## config.mk

```make
export PLATFORM = sky130hd
export DESIGN_NAME = sha1_message_digest
export DESIGN_NICKNAME = d
export VERILOG_FILES = /design/src/hw/rtl/sha1md_pkg.sv /design/src/hw/rtl/sha1md_ctrl.sv /design/src/hw/rtl/sha1md_dp.sv /design/src/hw/rtl/sha1_message_digest.sv
export SDC_FILE = /design/constraint.sdc
export NUM_CORES = 2
export LEC_CHECK = 0
export ABC_AREA = 1
export BUFFER_PORTS_ARGS = -buffer_cell sky130_fd_sc_hd__buf_4
export CAP_MARGIN = 15
export CORE_MARGIN = 10
export CORE_UTILIZATION = 65
export DETAILED_ROUTE_END_ITERATION = 7
export GPL_TIMING_DRIVEN = 0
export PLACE_DENSITY = 0.81
export SETUP_SLACK_MARGIN = 0.3
export SYNTH_ARGS = -nofsm -noshare
export SYNTH_HDL_FRONTEND = slang
export SYNTH_HIERARCHICAL = 1
export SYNTH_SLANG_ARGS = --single-unit
export TNS_END_PERCENT = 1
```

## constraint.sdc

```tcl
create_clock -name clock -period 30.7 [get_ports clock]
set_input_delay 0 -clock clock [delete_from_list [all_inputs] [get_ports clock]]
set_output_delay 0 -clock clock [all_outputs]
set_load 0.01 [all_outputs]
```

## src/hw/rtl/sha1md_pkg.sv

```systemverilog
package sha1md_pkg;

   localparam int unsigned WORD_W  = 32;
   localparam int unsigned WORDS   = 5;
   localparam int unsigned BLOCK_W = 512;
   localparam int unsigned ROUNDS  = 80;

   localparam logic [WORD_W-1:0] K_ROUND [4] = '{
      32'h5A827999, 32'h6ED9EBA1, 32'h8F1BBCDC, 32'hCA62C1D6
   };

   localparam logic [WORD_W-1:0] INIT_WORD [WORDS] = '{
      32'h67452301, 32'hEFCDAB89, 32'h98BADCFE, 32'h10325476, 32'hC3D2E1F0
   };

   localparam logic [7:0] PAD_MARK   = 8'h80;
   // Fill position at which the length field begins (byte 56 of a block).
   localparam logic [5:0] LEN_OFFSET = 6'd56;
   localparam logic [5:0] LAST_SLOT  = 6'd63;

   typedef enum logic [1:0] {
      SRC_INPUT,
      SRC_MARK,
      SRC_ZERO,
      SRC_LENGTH
   } byte_src_type;

   typedef enum logic [1:0] {
      F_CHOOSE,
      F_PARITY_A,
      F_MAJORITY,
      F_PARITY_B
   } round_fn_type;

   typedef struct packed {
      logic         push;
      byte_src_type src;
      logic         load_vars;
      logic         round_en;
      round_fn_type fn;
      logic         add_chain;
      logic         out_load;
   } dp_cmd_type;

   typedef struct packed {
      logic [5:0] fill;
   } dp_sts_type;

endpackage

```

## src/hw/rtl/sha1md_ctrl.sv

```systemverilog
module sha1md_ctrl
   import sha1md_pkg::*;
(
   input  logic       clock,
   input  logic       reset,
   input  logic       req_valid,
   input  logic       req_has_byte,
   input  logic       req_last,
   output logic       req_stall,
   output logic       rsp_valid,
   input  logic       rsp_stall,
   input  dp_sts_type sts,
   output dp_cmd_type cmd
);

   typedef enum logic [2:0] {
      S_IDLE,
      S_PAD_ONE,
      S_PAD_ZERO,
      S_PAD_LEN,
      S_ROUND,
      S_ADD,
      S_DONE
   } state_type;

   state_type  state_ff, state_in;
   state_type  ret_ff, ret_in;
   logic [6:0] round_ff, round_in;
   logic       rsp_valid_ff, rsp_valid_in;
   logic       wrap;

   assign wrap      = (sts.fill == LAST_SLOT);
   assign req_stall = (state_ff != S_IDLE);
   assign rsp_valid = rsp_valid_ff;

   always_comb begin
      state_in      = state_ff;
      ret_in        = ret_ff;
      round_in      = round_ff;
      cmd           = '0;
      cmd.src       = SRC_INPUT;
      cmd.fn        = F_CHOOSE;
      rsp_valid_in  = rsp_valid_ff && rsp_stall;
      case (state_ff)
         S_IDLE: begin
            if (req_valid) begin
               if (req_has_byte) begin
                  cmd.push = 1'b1;
                  if (wrap) begin
                     cmd.load_vars = 1'b1;
                     state_in      = S_ROUND;
                     ret_in        = req_last ? S_PAD_ONE : S_IDLE;
                  end else if (req_last) begin
                     state_in = S_PAD_ONE;
                  end
               end else if (req_last) begin
                  state_in = S_PAD_ONE;
               end
            end
         end
         S_PAD_ONE: begin
            cmd.push = 1'b1;
            cmd.src  = SRC_MARK;
            if (wrap) begin
               cmd.load_vars = 1'b1;
               state_in      = S_ROUND;
               ret_in        = S_PAD_ZERO;
            end else begin
               state_in = S_PAD_ZERO;
            end
         end
         S_PAD_ZERO: begin
            if (sts.fill == LEN_OFFSET) begin
               state_in = S_PAD_LEN;
            end else begin
               cmd.push = 1'b1;
               cmd.src  = SRC_ZERO;
               if (wrap) begin
                  cmd.load_vars = 1'b1;
                  state_in      = S_ROUND;
                  ret_in        = S_PAD_ZERO;
               end
            end
         end
         S_PAD_LEN: begin
            cmd.push = 1'b1;
            cmd.src  = SRC_LENGTH;
            if (wrap) begin
               cmd.load_vars = 1'b1;
               state_in      = S_ROUND;
               ret_in        = S_DONE;
            end
         end
         S_ROUND: begin
            cmd.round_en = 1'b1;
            if (round_ff < 7'd20) begin
               cmd.fn = F_CHOOSE;
            end else if (round_ff < 7'd40) begin
               cmd.fn = F_PARITY_A;
            end else if (round_ff < 7'd60) begin
               cmd.fn = F_MAJORITY;
            end else begin
               cmd.fn = F_PARITY_B;
            end
            if (round_ff == 7'(ROUNDS - 1)) begin
               round_in = '0;
               state_in = S_ADD;
            end else begin
               round_in = round_ff + 7'd1;
            end
         end
         S_ADD: begin
            cmd.add_chain = 1'b1;
            state_in      = ret_ff;
         end
         S_DONE: begin
            // Wait for the output register to be free before re-initialising.
            if (!rsp_valid_ff || !rsp_stall) begin
               cmd.out_load = 1'b1;
               rsp_valid_in = 1'b1;
               state_in     = S_IDLE;
            end
         end
         default: begin
            state_in = S_IDLE;
         end
      endcase
   end

   always_ff @(posedge clock) begin
      if (reset) begin
         state_ff     <= S_IDLE;
         ret_ff       <= S_IDLE;
         round_ff     <= '0;
         rsp_valid_ff <= 1'b0;
      end else begin
         state_ff     <= state_in;
         ret_ff       <= ret_in;
         round_ff     <= round_in;
         rsp_valid_ff <= rsp_valid_in;
      end
   end

endmodule

```

## src/hw/rtl/sha1md_dp.sv

```systemverilog
module sha1md_dp
   import sha1md_pkg::*;
(
   input  logic              clock,
   input  logic              reset,
   input  dp_cmd_type        cmd,
   input  logic [7:0]        data_byte,
   output dp_sts_type        sts,
   output logic [WORD_W-1:0] digest [WORDS]
);

   logic [BLOCK_W-1:0] window_ff, window_in;
   logic [WORD_W-1:0]  chain_ff [WORDS];
   logic [WORD_W-1:0]  vars_ff  [WORDS];
   logic [WORD_W-1:0]  digest_ff [WORDS];
   logic [63:0]        bits_ff;
   logic [5:0]         fill_ff;
   logic [7:0]         push_byte;
   logic [7:0]         len_byte;
   logic [WORD_W-1:0]  w0, w2, w8, w13, w_mix, w_new;
   logic [WORD_W-1:0]  f_val, k_val, t_val;
   logic [WORD_W-1:0]  va, vb, vc, vd, ve;

   assign sts.fill = fill_ff;

   // The length bytes go out most significant first, at fill positions 56 to 63.
   assign len_byte = 8'(bits_ff >> {~fill_ff[2:0], 3'b000});

   always_comb begin
      case (cmd.src)
         SRC_INPUT:  push_byte = data_byte;
         SRC_MARK:   push_byte = PAD_MARK;
         SRC_ZERO:   push_byte = 8'h00;
         SRC_LENGTH: push_byte = len_byte;
         default:    push_byte = 8'h00;
      endcase
   end

   // The window holds the sixteen newest schedule words, the oldest at the top.
   assign w0    = window_ff[BLOCK_W-1      -: WORD_W];
   assign w2    = window_ff[BLOCK_W-1-2*32 -: WORD_W];
   assign w8    = window_ff[BLOCK_W-1-8*32 -: WORD_W];
   assign w13   = window_ff[BLOCK_W-1-13*32 -: WORD_W];
   assign w_mix = w13 ^ w8 ^ w2 ^ w0;
   assign w_new = {w_mix[30:0], w_mix[31]};

   assign va = vars_ff[0];
   assign vb = vars_ff[1];
   assign vc = vars_ff[2];
   assign vd = vars_ff[3];
   assign ve = vars_ff[4];

   always_comb begin
      case (cmd.fn)
         F_CHOOSE: begin
            f_val = (vb & vc) | (~vb & vd);
            k_val = K_ROUND[0];
         end
         F_PARITY_A: begin
            f_val = vb ^ vc ^ vd;
            k_val = K_ROUND[1];
         end
         F_MAJORITY: begin
            f_val = (vb & vc) | (vb & vd) | (vc & vd);
            k_val = K_ROUND[2];
         end
         F_PARITY_B: begin
            f_val = vb ^ vc ^ vd;
            k_val = K_ROUND[3];
         end
         default: begin
            f_val = vb ^ vc ^ vd;
            k_val = K_ROUND[3];
         end
      endcase
   end

   assign t_val = {va[26:0], va[31:27]} + f_val + ve + k_val + w0;

   always_comb begin
      window_in = window_ff;
      if (cmd.push) begin
         window_in = {window_ff[BLOCK_W-9:0], push_byte};
      end else if (cmd.round_en) begin
         window_in = {window_ff[BLOCK_W-WORD_W-1:0], w_new};
      end
   end

   always_ff @(posedge clock) begin
      window_ff <= window_in;
      if (cmd.load_vars) begin
         for (int i = 0; i < WORDS; i++) begin
            vars_ff[i] <= chain_ff[i];
         end
      end else if (cmd.round_en) begin
         vars_ff[0] <= t_val;
         vars_ff[1] <= va;
         vars_ff[2] <= {vb[1:0], vb[31:2]};
         vars_ff[3] <= vc;
         vars_ff[4] <= vd;
      end
      if (cmd.out_load) begin
         for (int i = 0; i < WORDS; i++) begin
            digest_ff[i] <= chain_ff[i];
         end
      end
   end

   always_ff @(posedge clock) begin
      if (reset) begin
         for (int i = 0; i < WORDS; i++) begin
            chain_ff[i] <= INIT_WORD[i];
         end
         bits_ff <= '0;
         fill_ff <= '0;
      end else begin
         if (cmd.out_load) begin
            for (int i = 0; i < WORDS; i++) begin
               chain_ff[i] <= INIT_WORD[i];
            end
            bits_ff <= '0;
            fill_ff <= '0;
         end else begin
            if (cmd.add_chain) begin
               for (int i = 0; i < WORDS; i++) begin
                  chain_ff[i] <= chain_ff[i] + vars_ff[i];
               end
            end
            if (cmd.push) begin
               fill_ff <= fill_ff + 6'd1;
               if (cmd.src == SRC_INPUT) begin
                  bits_ff <= bits_ff + 64'd8;
               end
            end
         end
      end
   end

   assign digest = digest_ff;

endmodule

```

## src/hw/rtl/sha1_message_digest.sv

```systemverilog
// Channel  Direction  Handshake            Words
// req      in         req_valid/req_stall  req_data_byte, req_has_byte, req_last
// rsp      out        rsp_valid/rsp_stall  rsp_digest_word0 .. rsp_digest_word4
//
// A byte word is taken while req_stall is low; the word that completes a 64-byte
// block is followed by compression (80 rounds of the single round unit, then one
// chaining add), during which req_stall is high.
// A word with last is followed by the mark byte, zero bytes, a check state,
// the length bytes, a compression per filled block and the digest load.
// Synchronous reset loads the initial chaining words; no clearing pass is needed.
// The digest sits in an output register, so a stalled result does not block new
// bytes; only the end of the next message waits for it to be taken.
module sha1_message_digest
   import sha1md_pkg::*;
(
   input  logic        clock,
   input  logic        reset,
   input  logic        req_valid,
   output logic        req_stall,
   input  logic [7:0]  req_data_byte,
   input  logic        req_has_byte,
   input  logic        req_last,
   output logic        rsp_valid,
   input  logic        rsp_stall,
   output logic [31:0] rsp_digest_word0,
   output logic [31:0] rsp_digest_word1,
   output logic [31:0] rsp_digest_word2,
   output logic [31:0] rsp_digest_word3,
   output logic [31:0] rsp_digest_word4
);

   dp_cmd_type        cmd;
   dp_sts_type        sts;
   logic [WORD_W-1:0] digest [WORDS];

   sha1md_ctrl u_ctrl (
      .clock        (clock),
      .reset        (reset),
      .req_valid    (req_valid),
      .req_has_byte (req_has_byte),
      .req_last     (req_last),
      .req_stall    (req_stall),
      .rsp_valid    (rsp_valid),
      .rsp_stall    (rsp_stall),
      .sts          (sts),
      .cmd          (cmd)
   );

   sha1md_dp u_dp (
      .clock     (clock),
      .reset     (reset),
      .cmd       (cmd),
      .data_byte (req_data_byte),
      .sts       (sts),
      .digest    (digest)
   );

   assign rsp_digest_word0 = digest[0];
   assign rsp_digest_word1 = digest[1];
   assign rsp_digest_word2 = digest[2];
   assign rsp_digest_word3 = digest[3];
   assign rsp_digest_word4 = digest[4];

`ifndef NO_ASSERTIONS
   // A compression starts only with the byte that completes a block.
   a_load_on_wrap : assert property (@(posedge clock) disable iff (reset)
      cmd.load_vars |-> (cmd.push && sts.fill == LAST_SLOT))
      else $error("compression started on a partial block");

   // A digest is released only on a block boundary.
   a_out_aligned : assert property (@(posedge clock) disable iff (reset)
      cmd.out_load |-> (sts.fill == 6'd0))
      else $error("digest released with bytes in the buffer");

   // Byte shifting and round shifting never share a cycle.
   a_no_overlap : assert property (@(posedge clock) disable iff (reset)
      !(cmd.push && cmd.round_en))
      else $error("byte push during a compression round");

   // No byte word is taken while a compression is running.
   a_stall_in_rounds : assert property (@(posedge clock) disable iff (reset)
      cmd.round_en |-> req_stall)
      else $error("input open during compression");
`endif

endmodule
```

Word-level counts from Yosys, hierarchy flattened
Memory sizes are Yosys's and may differ from the RTL's.
Index checks and enable logic that the tools add are counted.
{"block": "totals", "wordCells": 168, "mem_count": 2, "mem_bits_rw": 320, "out_inout_bits": 162, "reg_bits": 756, "in_bits": 14}
{"memory": "u_dp.chain_ff", "words": 5, "word_bits": 32, "read_ports": 5, "rd_ports_with_merged_regs": 0, "wr": 5, "line": "sha1md_dp.sv:13", "source": "logic [WORD_W-1:0] chain_ff [WORDS];"}
{"memory": "u_dp.vars_ff", "words": 5, "word_bits": 32, "read_ports": 5, "rd_ports_with_merged_regs": 0, "wr": 5, "line": "sha1md_dp.sv:14", "source": "logic [WORD_W-1:0] vars_ff [WORDS];"}
{"block": "classes", "reduce_logical": 16, "shift": 1, "n_lt_le_gt_ge": 3, "muxes": 71, "n_addsub": 12, "bitwise": 29, "n_eq_ne": 22}
{"op": "2-to-1 mux 512 bit", "count": 2}
{"op": "2-to-1 mux 32 bit", "count": 15}
{"op": "adder 32 bit", "count": 9}
{"op": "XOR 32 bit", "count": 5}
{"op": "bitwise AND 32 bit", "count": 4}
{"op": "case mux 32 bit (4 select lines)", "count": 1}
{"op": "OR 32 bit", "count": 3}
{"op": "case mux 32 bit (3 select lines)", "count": 1}
{"op": "adder 64 x 4 -> 64 bit, second input constant", "count": 1}
{"op": ">> shifter 64 x 6 -> 8 bit", "count": 1}
{"op": "2-to-1 mux 3 bit", "count": 16}
{"op": "inverter 32 bit", "count": 1}
{"op": "case mux 8 bit (4 select lines)", "count": 1}
{"op": "2-to-1 mux 1 bit", "count": 26}
{"op": "case mux 3 bit (7 select lines)", "count": 1}
{"op": "OR 1 bit", "count": 15}
{"op": "< comparator 7 x 6 -> 1 bit, second input constant", "count": 2}
{"op": "equality test 6 bit, second input constant", "count": 2}
{"op": "case mux 3 bit (4 select lines)", "count": 1}
{"op": "equality test 3 bit, second input constant", "count": 3}
{"op": "equality test 2 bit, second input constant", "count": 4}
{"op": "inequality test 2 x 1 -> 1 bit, second input constant", "count": 4}
{"op": "adder 7 x 1 -> 7 bit, second input constant", "count": 1}
{"op": "equality test 7 bit, second input constant", "count": 1}
{"op": "other kinds (24)", "count": 34}

Longest topological paths before layout
{"block": "logic_depth", "word_depth": 13, "depth_mapped": 31}

Modules after synthesis
The synthesis kept the hierarchy.
{"mod": "sha1md_dp", "cells_each": 7034, "area_per_inst_um2": 60595.6, "seq_area_each_um2": 31129.9, "instances": 1}
{"mod": "sha1md_ctrl", "cells_each": 138, "area_per_inst_um2": 882.1, "seq_area_each_um2": 280.3, "instances": 1}

Worst setup path after synthesis
No wires, ideal clock.
{"block": "synth_timing", "path_type": "register to register", "startpoint": "reg u_ctrl.state_ff[1]", "endpoint": "mem u_dp.chain_ff[0][0], enable pin", "setup_ns": 0.526, "t_arrival_ns": 13.009, "slack_ns": 17.165, "required_time_ns": 30.174, "synth_period_minus_slack_ns": 13.535, "path_stages_with_launch": 9, "path_cell_list": "dfxtp_1 > inv_1 > nor2_1 > nand2_1 > a21oi_1 > nor2_1 > clkbuf_1 > buf_2 > nand2_1"}
{"item": "from (decl)", "line": "sha1md_ctrl.sv:26", "source": "state_type state_ff, state_in;"}
{"item": "from (signal assigned)", "line": "sha1md_ctrl.sv:137", "source": "state_ff <= state_in;"}
{"item": "to (decl)", "line": "sha1md_dp.sv:13"}

==> impl_results.md <==
- Status: finished, violations left
- Violated checks: design-rule violations
- Rows: about 110
- Largest net degree at the start of global routing: just under 80
- # placed instances: ~8600
- Layout Cells excl Fill: around 8800
- CTS Hold Bufs: 18
- R2r setup slk: roughly 24000 ps
- Post-Syn Area per Cell: about 8.6 um2
- Setup Total Neg Slack: 0 ps
- Top cells by area, synth: edfxtp_1 48%, nand2_1 17%, ha_1 4.7%, inv_1 4.2%, fa_1 4.1%
- Layout fillers: 6750
- Initial antenna violation count: 4
- Die height: between 300 and 400 um
- WS Path Type: flip-flop to flip-flop
- Worst setup EP type: flip-flop
- Total global-route track usage: around two fifths
- Area leader, netlist: edfxtp_1
- Die X: between 300 and 400 um
- Worst Setup Start Kind: flip-flop
- Register area share after synthesis: between 50% and 60%
- Fin area: between 0.06 and 0.07 mm2
- Total grt overflow: 0
- Reg2reg start: u_ctrl/state_ff[0]$_SDFFE_PP0P_
- Core Area: about 0.094 mm2
- # DRC: 15
- R2R Path End: u_dp/vars_ff[0][14]$_DFFE_PP_
- Max Clock Freq: 143 MHz
- Final core utilization: between 70% and 80%
- P_leak: about 29 nW
- Root Buffer: clkbuf_16
- Hold Crit Depth: 4
- Sink Count: 1073
- PwrDens: a little over 60 mW/mm2
- Total CTS buffers: about 110
- Unrepaired setup endpoints after global routing: false
- CP arrival: between 7000 and 8000 ps
- Drt via density: roughly 6.3
- Critical Path Fanout Max: 10
- Fin. Hold Viols: 0
- Full die area: about 0.11 mm2
- Hold slack: 168 ps
- Ys async rst share: 0%
- Mapped Nets: about 7500
- H-tree Lvls: 3
- Reg clk slew, reported paths: roughly 60 ps
- YS warnings: 6
- Clock Latency Late Sink: between 700 and 800 ps
- Min Tclk post-route: approximately 7000 ps
- Hold endpoint: u_dp/window_ff[6]$_DFFE_PP_
- VDD IR max: between 0.07 and 0.08 mV
- GPL Wtd Cong: 1.03
- Post-layout nets: around 7900
- Vias in the first global route: ~53000
- CP required: 31160 ps
- MaxCap Viol Count: 0
- DRT iter0 DRCs: ~9000
- Register bit total from synthesis: approximately 1100
- WL/cell: around 25 um
- PnR worst setup slack: 23690 ps
- Area Overhead vs Synth: 11.4%
- Synth Flop Type: edfxtp_1
- Pre-antenna DRT Iters: 8
- CTS tree: done
- Dpl hpwl: 166 mm
- Initial core utilization: approximately 66%
- Cell Area, Synth: between 0.06 and 0.07 mm2
- Synth unique cells: 54
- Post-CTS setup repair buffer count: 0
- Yosys top cell area share: 48.5%
- Cts repair resizes: 0
- Final slew viol count: 0
- Min-Delay Startpoint: req_data_byte[6]
- Worst min path class: input pin to flip-flop
- Clock Path Buffers: 3
- Vias: around 56000
- I/O pin cnt: 176
- First-pass GRT wire length: 328 mm
- Syn Inst Count: a little over 7000
- Placed Area: roughly 0.065 mm2
- Final ANT Viol Nets: 0
- Overall Power: ~4.2 mW
- Slew HR: around 18%
- Critical path startpoint: u_ctrl/state_ff[0]$_SDFFE_PP0P_
- Multi-input gate area: ~0.027 mm2
- PortBufs: about 180
- Worst-margin pin slew: ~1200 ps
- Final period utilization: between 20% and 30%
- Worst Clk Skew: approximately 62 ps
- Final WL: between 200 and 250 mm
- Sequential cell area: ~0.031 mm2
- Setup WS pre-CTS: between 20000 and 25000 ps
- Reg2reg path depth: 23
- Setup violators final: 0
- Post-synth EDFFs: approximately 1000
- Share of layout cells above drive strength 1: 5.58%
[power breakdown]
group          leakage [nW]  internal (mW)  switching, mW
Clock                  1.71          0.717          0.612
Combinational          17.4          0.269          0.624
Sequential             9.90           1.81          0.156
[worst max-delay path: stages, from the launching register on]
cell	delay, ps
dfxtp_1	380
nor2_4	170
nand2_4	110
a21oi_1	630
ha_1	650
clkbuf_1	340
clkbuf_1	510
a221oi_1	190
a21oi_1	260
fa_1	510
fa_1	570
inv_1	70
fa_1	570
inv_1	70
ha_1	310
nand3_1	100
nand3_1	210
nand2_1	120
nand2_1	160
nand2_1	100
nand3_1	190
or2_2	350
nand3_1	70
nand2_1	60
[cell families (layout without fill, tap and decap cells)]
family	Yosys count	in the layout	synth area share, %
buffers and inverters	891	1301	5.50
other	0	1	0
AND/OR/NAND/NOR	3877	3877	25.2
flip-flops	1073	1073	51.1
adder cells (fa/ha/maj)	355	355	8.75
XOR/XNOR	138	138	1.97
AO/OA/AOI/OAI	838	838	7.50
[state kept, by name (all words and copies together), names as in the netlist, 3 cells and up]
| name | cells |
|---|---|
| u_ctrl/ret_ff | 3 |
| u_dp/chain_ff | 160 |
| u_ctrl/state_ff | 3 |
| u_dp/digest | 160 |
| u_dp/vars_ff | 160 |
| u_ctrl/round_ff | 7 |
| u_dp/bits_ff | 61 |
| u_dp/window_ff | 512 |
| u_dp/sts | 6 |
[Yosys cell counts, types with 10 or more instances]
| master | instances |
|---|---|
| a221oi_1 | 15 |
| nand4_1 | 53 |
| nand3b_1 | 14 |
| o211ai_1 | 15 |
| clkbuf_1 | 159 |
| a21oi_1 | 383 |
| and2_1 | 14 |
| edfxtp_1 | 992 |
| inv_1 | 681 |
| nor2_1 | 518 |
| o31ai_1 | 16 |
| xnor2_1 | 102 |
| nor4_1 | 10 |
| or2_2 | 16 |
| dfxtp_1 | 81 |
| nand3_1 | 306 |
| o21a_1 | 19 |
| xor2_1 | 36 |
| buf_1 | 21 |
| ha_1 | 230 |
| nand2_1 | 2855 |
| o21bai_1 | 30 |
| o21ai_0 | 299 |
| a22oi_1 | 16 |
| nor3_1 | 56 |
| buf_2 | 24 |
| fa_1 | 125 |
[worst max-delay path by stage]
stage	slack, ps	depth (start not counted)	to
2_1_floorplan	17160	8	u_dp/chain_ff[0][0]$_SDFFCE_PN1P_
3_3_place_gp	11170	8	u_dp/chain_ff[0][110]$_SDFFCE_PN1P_
3_5_place_dp	23920	23	u_dp/vars_ff[0][14]$_DFFE_PP_
4_1_cts	23880	23	u_dp/vars_ff[0][14]$_DFFE_PP_
5_1_grt	23360	27	u_dp/vars_ff[0][31]$_DFFE_PP_
6_report	23690	23	u_dp/vars_ff[0][14]$_DFFE_PP_
[cell type report]
cell class              instances  share of cell area (%)
plain buffers                 205                    1.17
clock buffers                 125                    4.05
multi-input cells            5208                    39.0
diodes                          1                 0.00365
flip-flops and latches       1073                    45.9
inverters                     686                    3.76
clock inverters                76                    1.09
well taps                    1254                    2.29
repair buffers                209                    2.77
[layer usage]
metal,wire (um),track usage [%],vias to the layer above,share of wire [%]
met3,28800,9.49,1043,13
met2,99200,63.3,4589,44
met4,18500,26.2,2,8.3
li1,-,-,24222,-
met5,13,0,-,0.0058
met1,76700,50.4,26003,34
[layout by cell type, fill, tap and decap left out, types with 102 or more instances in the layout]
master     netlist  layout
clkbuf_1       159     175
a21oi_1        383     382
nand2_1       2855    2853
ha_1           230     230
edfxtp_1       992     992
fa_1           125     125
clkbuf_16        0     108
buf_4            1     176
xnor2_1        102     102
nand3_1        306     306
o21ai_0        299     299
inv_1          681     681
nor2_1         518     518
(Power assumes the default switching activity.)
